$ cat config.mk
export PLATFORM = sky130hd
export DESIGN_NAME = utf8_stream_decoder
export DESIGN_NICKNAME = d
export VERILOG_FILES = /design/src/rtl/u8sd_pkg.sv /design/src/rtl/utf8_stream_decoder.sv /design/src/rtl/u8sd_fifo.sv /design/src/rtl/u8sd_front.sv /design/src/rtl/u8sd_back.sv
export SDC_FILE = /design/constraint.sdc
export NUM_CORES = 1
export LEC_CHECK = 0
export CAP_MARGIN = 20
export CORE_MARGIN = 4
export CORE_UTILIZATION = 62
export CTS_BUF_LIST = sky130_fd_sc_hd__clkbuf_4 sky130_fd_sc_hd__clkbuf_8
export DETAILED_ROUTE_END_ITERATION = 10
export DONT_BUFFER_PORTS = 1
export PLACE_DENSITY = 0.78
export SYNTH_ARGS = -nofsm -noshare
export SYNTH_HDL_FRONTEND = slang
export SYNTH_HIERARCHICAL = 1
export SYNTH_SLANG_ARGS = --single-unit
export TNS_END_PERCENT = 1
$ cat constraint.sdc
create_clock -name clk -period 8.9 [get_ports clk]
set_clock_uncertainty 0.1 [all_clocks]
set_input_delay 0.445 -clock clk [delete_from_list [all_inputs] [get_ports clk]]
set_output_delay 0.445 -clock clk [all_outputs]
set_load 0.05 [all_outputs]
$ cat src/rtl/u8sd_pkg.sv
// Shared types, constants and byte classification for the UTF-8 stream decoder.
`timescale 1ns / 1ps

package u8sd_pkg;

	localparam int IN_DEPTH_DEF  = 2;
	localparam int OUT_DEPTH_DEF = 2;

	localparam logic [20:0] CP_MIN2      = 21'h000080;
	localparam logic [20:0] CP_MIN3      = 21'h000800;
	localparam logic [20:0] CP_MIN4      = 21'h010000;
	localparam logic [20:0] CP_LIMIT     = 21'h110000;
	localparam logic [20:0] SURR_LO      = 21'h00d800;
	localparam logic [20:0] SURR_END     = 21'h00e000;
	localparam logic [20:0] NONCHAR_LO   = 21'h00fdd0;
	localparam logic [20:0] NONCHAR_HI   = 21'h00fdef;
	localparam logic [20:0] NONCHAR_MASK = 21'h00fffe;

	localparam logic [2:0] LEN_NONE = 3'd0;
	localparam logic [2:0] LEN_ONE  = 3'd1;
	localparam logic [2:0] LEN_TWO  = 3'd2;
	localparam logic [2:0] LEN_THREE = 3'd3;
	localparam logic [2:0] LEN_FOUR = 3'd4;

	typedef struct packed {
		logic [7:0] data_byte;
		logic       end_of_string;
	} in_word_t;

	typedef struct packed {
		logic [20:0] code_point;
		logic        is_error;
		logic [2:0]  byte_length;
		logic        last_of_run;
	} out_word_t;

	typedef struct packed {
		logic [7:0] data;
		logic [2:0] len;
	} byte_info_t;

	typedef struct packed {
		byte_info_t b;
		logic       eos;
	} cls_word_t;

	function automatic logic [2:0] lead_length(input logic [7:0] b);
		logic [2:0] n;
		n = LEN_NONE;
		if (b[7] == 1'b0) n = LEN_ONE;
		else if (b[7:5] == 3'b110) n = LEN_TWO;
		else if (b[7:4] == 4'b1110) n = LEN_THREE;
		else if (b[7:3] == 5'b11110) n = LEN_FOUR;
		return n;
	endfunction

	function automatic logic is_cont(input logic [7:0] b);
		return b[7:6] == 2'b10;
	endfunction

endpackage

$ cat src/rtl/utf8_stream_decoder.sv
// Top level of the UTF-8 stream decoder: front queue, decoder engine, result queue.
// Path: a byte accepted into the front queue is decoded combinationally from the queue head,
// and its result is written into the result queue, which drives the result ports.
// Throughput: one byte per cycle while each byte causes at most one result and the result
// queue has room; a byte that causes more results holds the engine, one result per cycle.
// Reset: arst_n clears the queue pointers and counts and the engine state; buffered bytes are not cleared.
`timescale 1ns / 1ps

module utf8_stream_decoder #(
	parameter int IN_DEPTH  = u8sd_pkg::IN_DEPTH_DEF,
	parameter int OUT_DEPTH = u8sd_pkg::OUT_DEPTH_DEF
) (
	input  logic                 clk,
	input  logic                 arst_n,
	input  logic                 push,
	output logic                 full,
	input  u8sd_pkg::in_word_t   item,
	input  logic                 pop,
	output logic                 empty,
	output u8sd_pkg::out_word_t  result
);

	logic                cls_pop;
	logic                cls_empty;
	u8sd_pkg::cls_word_t cls_word;
	logic                out_full;
	logic                out_push;
	u8sd_pkg::out_word_t out_word;

	u8sd_front #(
		.IN_DEPTH(IN_DEPTH)
	) u_front (
		.clk      (clk),
		.arst_n   (arst_n),
		.push     (push),
		.full     (full),
		.item     (item),
		.cls_pop  (cls_pop),
		.cls_empty(cls_empty),
		.cls_word (cls_word)
	);

	u8sd_back u_back (
		.clk      (clk),
		.arst_n   (arst_n),
		.cls_empty(cls_empty),
		.cls_pop  (cls_pop),
		.cls_word (cls_word),
		.out_full (out_full),
		.out_push (out_push),
		.out_word (out_word)
	);

	u8sd_fifo #(
		.WIDTH($bits(u8sd_pkg::out_word_t)),
		.DEPTH(OUT_DEPTH)
	) u_result_queue (
		.clk   (clk),
		.arst_n(arst_n),
		.push  (out_push),
		.full  (out_full),
		.wdata (out_word),
		.pop   (pop),
		.empty (empty),
		.rdata (result)
	);

endmodule

$ cat src/rtl/u8sd_fifo.sv
// Small register queue used for the byte and result words.
`timescale 1ns / 1ps

module u8sd_fifo #(
	parameter int WIDTH = 8,
	parameter int DEPTH = 2
) (
	input  logic             clk,
	input  logic             arst_n,
	input  logic             push,
	output logic             full,
	input  logic [WIDTH-1:0] wdata,
	input  logic             pop,
	output logic             empty,
	output logic [WIDTH-1:0] rdata
);

	localparam int AW = (DEPTH > 1) ? $clog2(DEPTH) : 1;
	localparam int CW = $clog2(DEPTH + 1);

	logic [WIDTH-1:0] mem_q [DEPTH];
	logic [AW-1:0]    wr_q;
	logic [AW-1:0]    rd_q;
	logic [CW-1:0]    cnt_q;
	logic             do_push;
	logic             do_pop;

	assign full    = cnt_q == CW'(DEPTH);
	assign empty   = cnt_q == '0;
	assign do_push = push && !full;
	assign do_pop  = pop && !empty;
	assign rdata   = mem_q[rd_q];

	always_ff @(posedge clk) begin
		if (do_push) begin
			mem_q[wr_q] <= wdata;
		end
	end

	always_ff @(posedge clk or negedge arst_n) begin
		if (!arst_n) begin
			wr_q  <= '0;
			rd_q  <= '0;
			cnt_q <= '0;
		end else begin
			if (do_push) begin
				wr_q <= (wr_q == AW'(DEPTH - 1)) ? '0 : wr_q + 1'b1;
			end
			if (do_pop) begin
				rd_q <= (rd_q == AW'(DEPTH - 1)) ? '0 : rd_q + 1'b1;
			end
			if (do_push && !do_pop) begin
				cnt_q <= cnt_q + 1'b1;
			end else if (do_pop && !do_push) begin
				cnt_q <= cnt_q - 1'b1;
			end
		end
	end

endmodule

$ cat src/rtl/u8sd_front.sv
// Front end: classify each incoming byte and queue it for the decoder engine.
`timescale 1ns / 1ps

module u8sd_front #(
	parameter int IN_DEPTH = u8sd_pkg::IN_DEPTH_DEF
) (
	input  logic                 clk,
	input  logic                 arst_n,
	input  logic                 push,
	output logic                 full,
	input  u8sd_pkg::in_word_t   item,
	input  logic                 cls_pop,
	output logic                 cls_empty,
	output u8sd_pkg::cls_word_t  cls_word
);

	u8sd_pkg::cls_word_t cls_in;

	always_comb begin
		cls_in.b.data = item.data_byte;
		cls_in.b.len  = u8sd_pkg::lead_length(item.data_byte);
		cls_in.eos    = item.end_of_string;
	end

	u8sd_fifo #(
		.WIDTH($bits(u8sd_pkg::cls_word_t)),
		.DEPTH(IN_DEPTH)
	) u_queue (
		.clk   (clk),
		.arst_n(arst_n),
		.push  (push),
		.full  (full),
		.wdata (cls_in),
		.pop   (cls_pop),
		.empty (cls_empty),
		.rdata (cls_word)
	);

endmodule

$ cat src/rtl/u8sd_back.sv
// Decoder engine: holds the partial sequence and emits one result per cycle while the result queue has room.
`timescale 1ns / 1ps

module u8sd_back (
	input  logic                 clk,
	input  logic                 arst_n,
	input  logic                 cls_empty,
	output logic                 cls_pop,
	input  u8sd_pkg::cls_word_t  cls_word,
	input  logic                 out_full,
	output logic                 out_push,
	output u8sd_pkg::out_word_t  out_word
);

	u8sd_pkg::byte_info_t q_q [4];
	logic [2:0]           qn_q;
	logic                 end_q;
	logic                 busy_q;

	u8sd_pkg::byte_info_t w [4];
	u8sd_pkg::byte_info_t r [3];
	logic [2:0]           wn;
	logic                 wend;
	logic [2:0]           n;
	logic [2:0]           avail;
	logic                 bad;
	logic [20:0]          v;
	logic                 rej;
	logic                 err;
	logic                 brk;
	logic                 ok;
	logic [2:0]           used;
	logic [2:0]           rn;
	logic                 rcont;
	logic                 rbreak;
	logic                 eval;
	logic                 emit;
	logic                 go;

	always_comb begin
		for (int i = 0; i < 4; i++) begin
			w[i] = q_q[i];
		end
		wn   = qn_q;
		wend = end_q;
		if (!busy_q) begin
			w[qn_q[1:0]] = cls_word.b;
			wn           = qn_q + 3'd1;
			wend         = cls_word.eos;
		end
		eval = busy_q || !cls_empty;

		n     = w[0].len;
		avail = (wn < n) ? wn : n;
		bad   = 1'b0;
		for (int i = 1; i < 4; i++) begin
			if (3'(i) < avail && !u8sd_pkg::is_cont(w[i].data)) begin
				bad = 1'b1;
			end
		end

		case (n)
			u8sd_pkg::LEN_TWO: begin
				v   = {10'd0, w[0].data[4:0], w[1].data[5:0]};
				rej = v < u8sd_pkg::CP_MIN2;
			end
			u8sd_pkg::LEN_THREE: begin
				v   = {5'd0, w[0].data[3:0], w[1].data[5:0], w[2].data[5:0]};
				rej = v < u8sd_pkg::CP_MIN3
					|| (v >= u8sd_pkg::SURR_LO && v < u8sd_pkg::SURR_END)
					|| (v >= u8sd_pkg::NONCHAR_LO && v <= u8sd_pkg::NONCHAR_HI)
					|| (v & u8sd_pkg::NONCHAR_MASK) == u8sd_pkg::NONCHAR_MASK;
			end
			u8sd_pkg::LEN_FOUR: begin
				v   = {w[0].data[2:0], w[1].data[5:0], w[2].data[5:0], w[3].data[5:0]};
				rej = v < u8sd_pkg::CP_MIN4 || v >= u8sd_pkg::CP_LIMIT
					|| (v & u8sd_pkg::NONCHAR_MASK) == u8sd_pkg::NONCHAR_MASK;
			end
			default: begin
				v   = {13'd0, w[0].data};
				rej = 1'b0;
			end
		endcase

		err = 1'b0;
		brk = 1'b0;
		ok  = 1'b0;
		if (n == u8sd_pkg::LEN_NONE) begin
			err = 1'b1;
		end else if (n != u8sd_pkg::LEN_ONE) begin
			if (bad) begin
				err = 1'b1;
			end else if (wn < n) begin
				if (!wend) begin
					brk = 1'b1;
				end else begin
					err = 1'b1;
				end
			end else if (rej) begin
				err = 1'b1;
			end else begin
				ok = 1'b1;
			end
		end
		used = ok ? n : u8sd_pkg::LEN_ONE;

		rn = wn - used;
		for (int i = 0; i < 3; i++) begin
			r[i] = w[2'(i + int'(used))];
		end
		rcont = 1'b1;
		for (int i = 1; i < 3; i++) begin
			if (3'(i) < rn && !u8sd_pkg::is_cont(r[i].data)) begin
				rcont = 1'b0;
			end
		end
		rbreak = (rn == 3'd0)
			|| (!wend && r[0].len > u8sd_pkg::LEN_ONE && rn < r[0].len && rcont);

		emit     = eval && !brk;
		go       = eval && (brk || !out_full);
		out_push = emit && !out_full;
		cls_pop  = go && !busy_q;

		out_word.code_point  = ok ? v : {13'd0, w[0].data};
		out_word.is_error    = err;
		out_word.byte_length = used;
		out_word.last_of_run = rbreak;
	end

	always_ff @(posedge clk) begin
		if (go) begin
			if (brk) begin
				for (int i = 0; i < 4; i++) begin
					q_q[i] <= w[i];
				end
			end else begin
				for (int i = 0; i < 3; i++) begin
					q_q[i] <= r[i];
				end
			end
		end
	end

	always_ff @(posedge clk or negedge arst_n) begin
		if (!arst_n) begin
			qn_q   <= '0;
			end_q  <= 1'b0;
			busy_q <= 1'b0;
		end else if (go) begin
			if (brk) begin
				qn_q   <= wn;
				busy_q <= 1'b0;
			end else begin
				qn_q   <= rn;
				busy_q <= !rbreak;
			end
			end_q <= wend;
		end
	end

endmodule

* After elaboration in Yosys (flattened, before gate mapping)
Memory sizes are Yosys's and may differ from the RTL's.
Cells that the tools add are included.
** Word-level totals
- Memory bits (writable) :: 120
- Register bits after elaboration :: 13
- Logic and storage cells :: 190
- Input bits :: 13
- Memories kept :: 3
** Cells by class
- Bitwise gates (word level) :: 7
- Reduce and logical (&&, ||, !) cells :: 54
- Add/subtract/negate cells :: 12
- Equal/unequal tests :: 16
- Muxes and demuxes :: 68
- $lt $le $gt $ge :: 21
** Memory list
- u_result_queue.mem_q :: words 2, width 26, read ports 1, clocked after memory_dff 0, write ports 1, RTL line u8sd_fifo.sv:21 : logic [WIDTH-1:0] mem_q [DEPTH];
- u_back.q_q :: words 4, width 11, read ports 4, clocked after memory_dff 0, write ports 4, RTL line u8sd_back.sv:15 : u8sd_pkg::byte_info_t q_q [4];
- u_front.u_queue.mem_q :: words 2, width 12, read ports 1, clocked after memory_dff 0, write ports 1, RTL line u8sd_fifo.sv:21
** Operators by type and width (count)
- 11-bit two-way mux :: 10
- 11-bit binary-select mux with 2-bit select :: 3
- 21-bit case mux with 3 select lines :: 1
- 44-bit bitwise mux :: 1
- 44-bit two-way mux :: 1
- 1-bit two-way mux :: 37
- 16-bit greater-or-equal comparator, second input constant :: 2
- 15-bit equality test, second input constant :: 2
- 3-bit two-way mux :: 8
- 1-bit logical AND :: 23
- 11-bit demux with 2-bit select :: 1
- 21-bit greater-or-equal comparator, second input constant :: 1
- 21-bit by 17-bit < comparator with 1-bit output, second input constant :: 1
- 21-bit two-way mux :: 1
- 1-bit logical NOT :: 17
- 16-bit less-or-equal comparator, second input constant :: 1
- 16-bit by 12-bit < comparator with 1-bit output, second input constant :: 1
- 16-bit < comparator, second input constant :: 1
- 2-bit equality test, second input constant :: 7
- 11-bit by 8-bit < comparator with 1-bit output, second input constant :: 1
- 2-bit by 3-bit greater-or-equal comparator with 1-bit output, second input constant :: 3
- 2-bit by 3-bit < comparator with 1-bit output, first input constant :: 3
- 1-bit logical OR :: 8
- 2-bit two-way mux :: 4
- other kinds (24) :: 40

* Longest topological paths before layout
- Depth after elaboration :: 33
- Gate-level depth with buffers :: 25

* By module
The synthesis kept the hierarchy.
** Modules (own cells, without submodules)
- u8sd_back :: cells an instance 543, instances 1, area each 4573.1 um^2
- u8sd_fifo at u_result_queue :: cells an instance 100, instances 1, area each 2173.3 um^2
- u8sd_fifo at u_front.u_queue :: cells an instance 56, instances 1, area each 1099.8 um^2
- u8sd_front :: cells an instance 6, instances 1, area each 33.8 um^2

* Worst setup path after synthesis
OpenSTA, ideal clock, no wires.
- Kind :: reg2reg
- From :: reg u_back.qn_q[0]
- To :: mem u_result_queue/mem_q[0][0] in the netlist's numbering (data pin)
- Stages on the path, launching flop included :: 25
- Library setup time :: 0.127 ns
- Path slack :: 3.358 ns
- Arrival :: 5.315 ns
- Clock period less this slack :: 5.542 ns
- Cells stage by stage :: dfrtp_1 inv_1 ha_1 nand2b_4 buf_6 mux2i_1 ha_1 nor2_1 a311o_1 mux2_4 a21oi_4 and4_1 inv_2 buf_2 ha_1 fa_1 xnor2_1 xnor2_2 inv_1 ha_1 a21oi_1 o211ai_2 a2111oi_2 or3_1 buf_4
** RTL lines
- start, declared :: RTL line u8sd_back.sv:16 : logic [2:0] qn_q;
- start signal, assigned :: RTL line u8sd_back.sv:152 : qn_q <= wn;
- start signal, assigned :: RTL line u8sd_back.sv:155 : qn_q <= rn;
- end, declared :: RTL line u8sd_fifo.sv:21

==> out/metrics.yaml <==
drt_first_pass_iters: 8
synth_seq_cells: 133
cts_root_buf: "clkbuf_8"
rows: 40
cap_violations: 0
critical_path.most_common_cell: "ha_1"
synthAdderAreaFrac_pct: 2.159
async_reset_ff_share_pct: 9.774
hp-start: "push"
synth_cells: 705
timing.final.crit_share_pct: 74.95
synthSimpleGateAreaFrac_pct: 11.54
cp-end-kind: "flop"
vias_per_cell: 6.657
synth_edf_count: 120
yosysWarnings: 6
synth.area.mux_share_pct: 15.24
setup_tns_ns: 0
dieWidth_um: 120.7
io_pins: 41
die_h_um: 120.7
rr_startpoint: "u_back/qn_q[0]"
post-cts-setup-buffers: 0
cp.depth: 22
antenna_found_initial: 1
worst-setup-path-type: "flop to flop"
crit_end: "u_result_queue/mem_q[0][0]"
clk_pin_slew_worst_paths_ns: 0.07
grt_pass1_wl_mm: 31.49
cp_top_family: "adder cells"
drt-total-wl_mm: 20.15
status: "finished clean"
grt_pass1_vias: 5799
grt-ovfl-total: 0
rsz0062_at_grt: "false"
required_ns: 9.12
holdPathStages: 2
cts_max_level: 4
cts_buffers: 17
antenna_left: 0
hp-class: "primary input to flop"
synth_nets: 731
area_growth_pct: 8.812
ff2ff_path_depth: 22
initial_core_util_pct: 64.53
synth_cell_types: 79
regToRegSetupSlack_ns: 2.23
synth_top_family_by_area: "multiplexers"
place_congestion: 0.9561
cts.sinks: 133
cp_data_arrival_time_ns: 6.89
crit_start: "u_back/qn_q[0]"
dieArea_sq_um: 14580
coreArea_sq_um: 12210
port_buffers: 0
finalCriticalPeriod_ns: 6.670
fill_cells: 917
hpwl_mm: 13.68
vias: 5898
syn_area_per_cell_sq_um: 11.18
cpMaxStageDelayCell: "mux2i_1"
hold_viol: 0
drive_gt1_share_pct: 16.60
crit_fanout: 30
setup_viol: 0
max_stage_delay_ns: 0.70
tightestPinTransition_ns: 0.9821
cts_tree: "done"
yosysSeqAreaShare_pct: 49.86
synth_top_flop_cell: "edfxtp_1"
clockBufferDepth: 2
fin_nets: 730
fmax_mhz: 149.9
worstSkewPairLatency_ns: 0.45
wl_per_cell_um: 22.74
crit_chain: "inv_1, ha_1, nand2b_4, mux2i_1, ha_1, nor2_1, a311o_1, mux2_4, a21oi_4, and4_1, buf_4, inv_2, ha_1, fa_1, xnor2_1, xnor2_2, inv_1, ha_1, a21oi_1, o211ai_2, a2111oi_2, or3_1"
max-slew-margin-rel_pct: 34.28
drc_errors: 0
grt_util_all_layers_pct: 28.33
crit_path_start_kind: "flop"
grt_start_max_net_pins: 41
rr_endpoint: "u_result_queue/mem_q[0][0]"
final_max_slew_viol_count: 0
synthXorXnorAreaFrac_pct: 1.762
path_buf_inv: 4
drt_iter0_drc: 660
synth_area_sq_um: 7880
synth-compound-area-share_pct: 14.54
-- flip-flops by register name, summed over array words and instances, names as in the netlist --
signal	flops
u_result_queue/wr_q	1
u_back/busy_q	1
u_result_queue/mem_q	52
u_back/q_q	44
u_front/u_queue/wr_q	1
u_front/u_queue/rd_q	1
u_result_queue/rd_q	1
u_back/end_q	1
u_back/qn_q	3
u_front/u_queue/cnt_q	2
u_result_queue/cnt_q	2
u_front/u_queue/mem_q	24
-- repair_timing --
| action | CTS | global route |
|---|---|---|
| hold endpoints to repair | 31 | 0 |
| hold buffers | 10 | 0 |
| setup endpoints to repair | 0 | 0 |
| resized for setup | 0 | 0 |
-- metrics by stage --
step                area (sq um)  util (%)  hold WS [ns]  setup slack, ns  instances
finish                      8574     70.22       0.04919            2.230        886
global route                8574     70.22       0.04152            1.899        886
CTS                         8537     69.91       0.02897            2.355        883
detailed placement          7940     65.02       0.04980            2.413        841
global placement            7933     64.96       0.04996            2.660        840
floorplan                   7880         -       0.04941            3.358        705
-- cells by family after synthesis --
group / count (synthesis)
flip-flops: 133
AND/OR/NAND/NOR: 196
buffers and inverters: 78
multiplexers: 101
AO/OA/AOI/OAI: 169
adder cells (fa/ha/maj): 13
XOR/XNOR: 15
-- cells in the mapped netlist (all sizes together), types with 13 or more instances --
library cell	number	area, sq um
dfrtp	13	325.3
o22ai	32	206.5
edfxtp	120	3603
a21oi	50	261.5
inv	32	120.1
o21ai	20	100.1
mux2	53	713.2
nand2	69	261.5
nor2	70	262.8
buf	24	182.7
a22oi	13	97.59
clkbuf	21	78.83
mux2i	48	488.0
-- worst min-delay path by stage --
stage / endpoint / slack [ns]
finish: u_front/u_queue/wr_q / 0.05
global route: u_front/u_queue/mem_q[1][1] / 0.04
CTS: u_front/u_queue/wr_q / 0.03
detailed placement: u_front/u_queue/cnt_q[0] / 0.05
global placement: u_front/u_queue/cnt_q[0] / 0.05
floorplan: u_back/busy_q / 0.05
-- cells in the final DEF (no fill, tap or decap), types with 4 or more instances in the layout --
cell type and n:
ha_1 12, xor2_1 5, a31oi_1 5, o211ai_1 5, nor2_1 69, xnor2_1 9
mux2_4 31, nor3_1 6, nand2b_1 11, buf_4 14, a21oi_1 48, nand4_1 4
bufinv_16 7, and3_1 5, o221ai_1 5, a32oi_1 6, clkbuf_8 17, o21ai_0 18
nand3_1 8, a211oi_1 4, mux2_2 20, a22oi_1 13, o22ai_1 31, edfxtp_1 120
nand2_1 68, inv_1 30, clkinv_1 4, mux2i_1 46, dfrtp_1 13, dlygate4sd3_1 10
o32ai_1 4
-- cell type report --
class | count | area, sq um | share of cell area (%)
clock buffers | 18 | 241.5 | 2.816
clock inverters | 14 | 255.2 | 2.977
flip-flops and latches | 133 | 3929 | 45.82
multi-input cells | 494 | 3580 | 41.75
well taps | 168 | 210.2 | 2.451
repair buffers | 25 | 232.7 | 2.714
inverters | 33 | 123.9 | 1.445
diodes | 1 | 2.502 | 0.02918
-- per-layer routing --
metal / share of wire [%] / wire length (um) / track usage [%]
met1: 41 / 8204 / 37.99
met4: 3.2 / 653 / 12.54
met3: 9.6 / 1925 / 6.922
met5: 0 / 0 / 0
met2: 46 / 9368 / 43.94
Power is not shown: default switching activity piles up to over one toggle a cycle in this logic, so the estimate is an artifact.
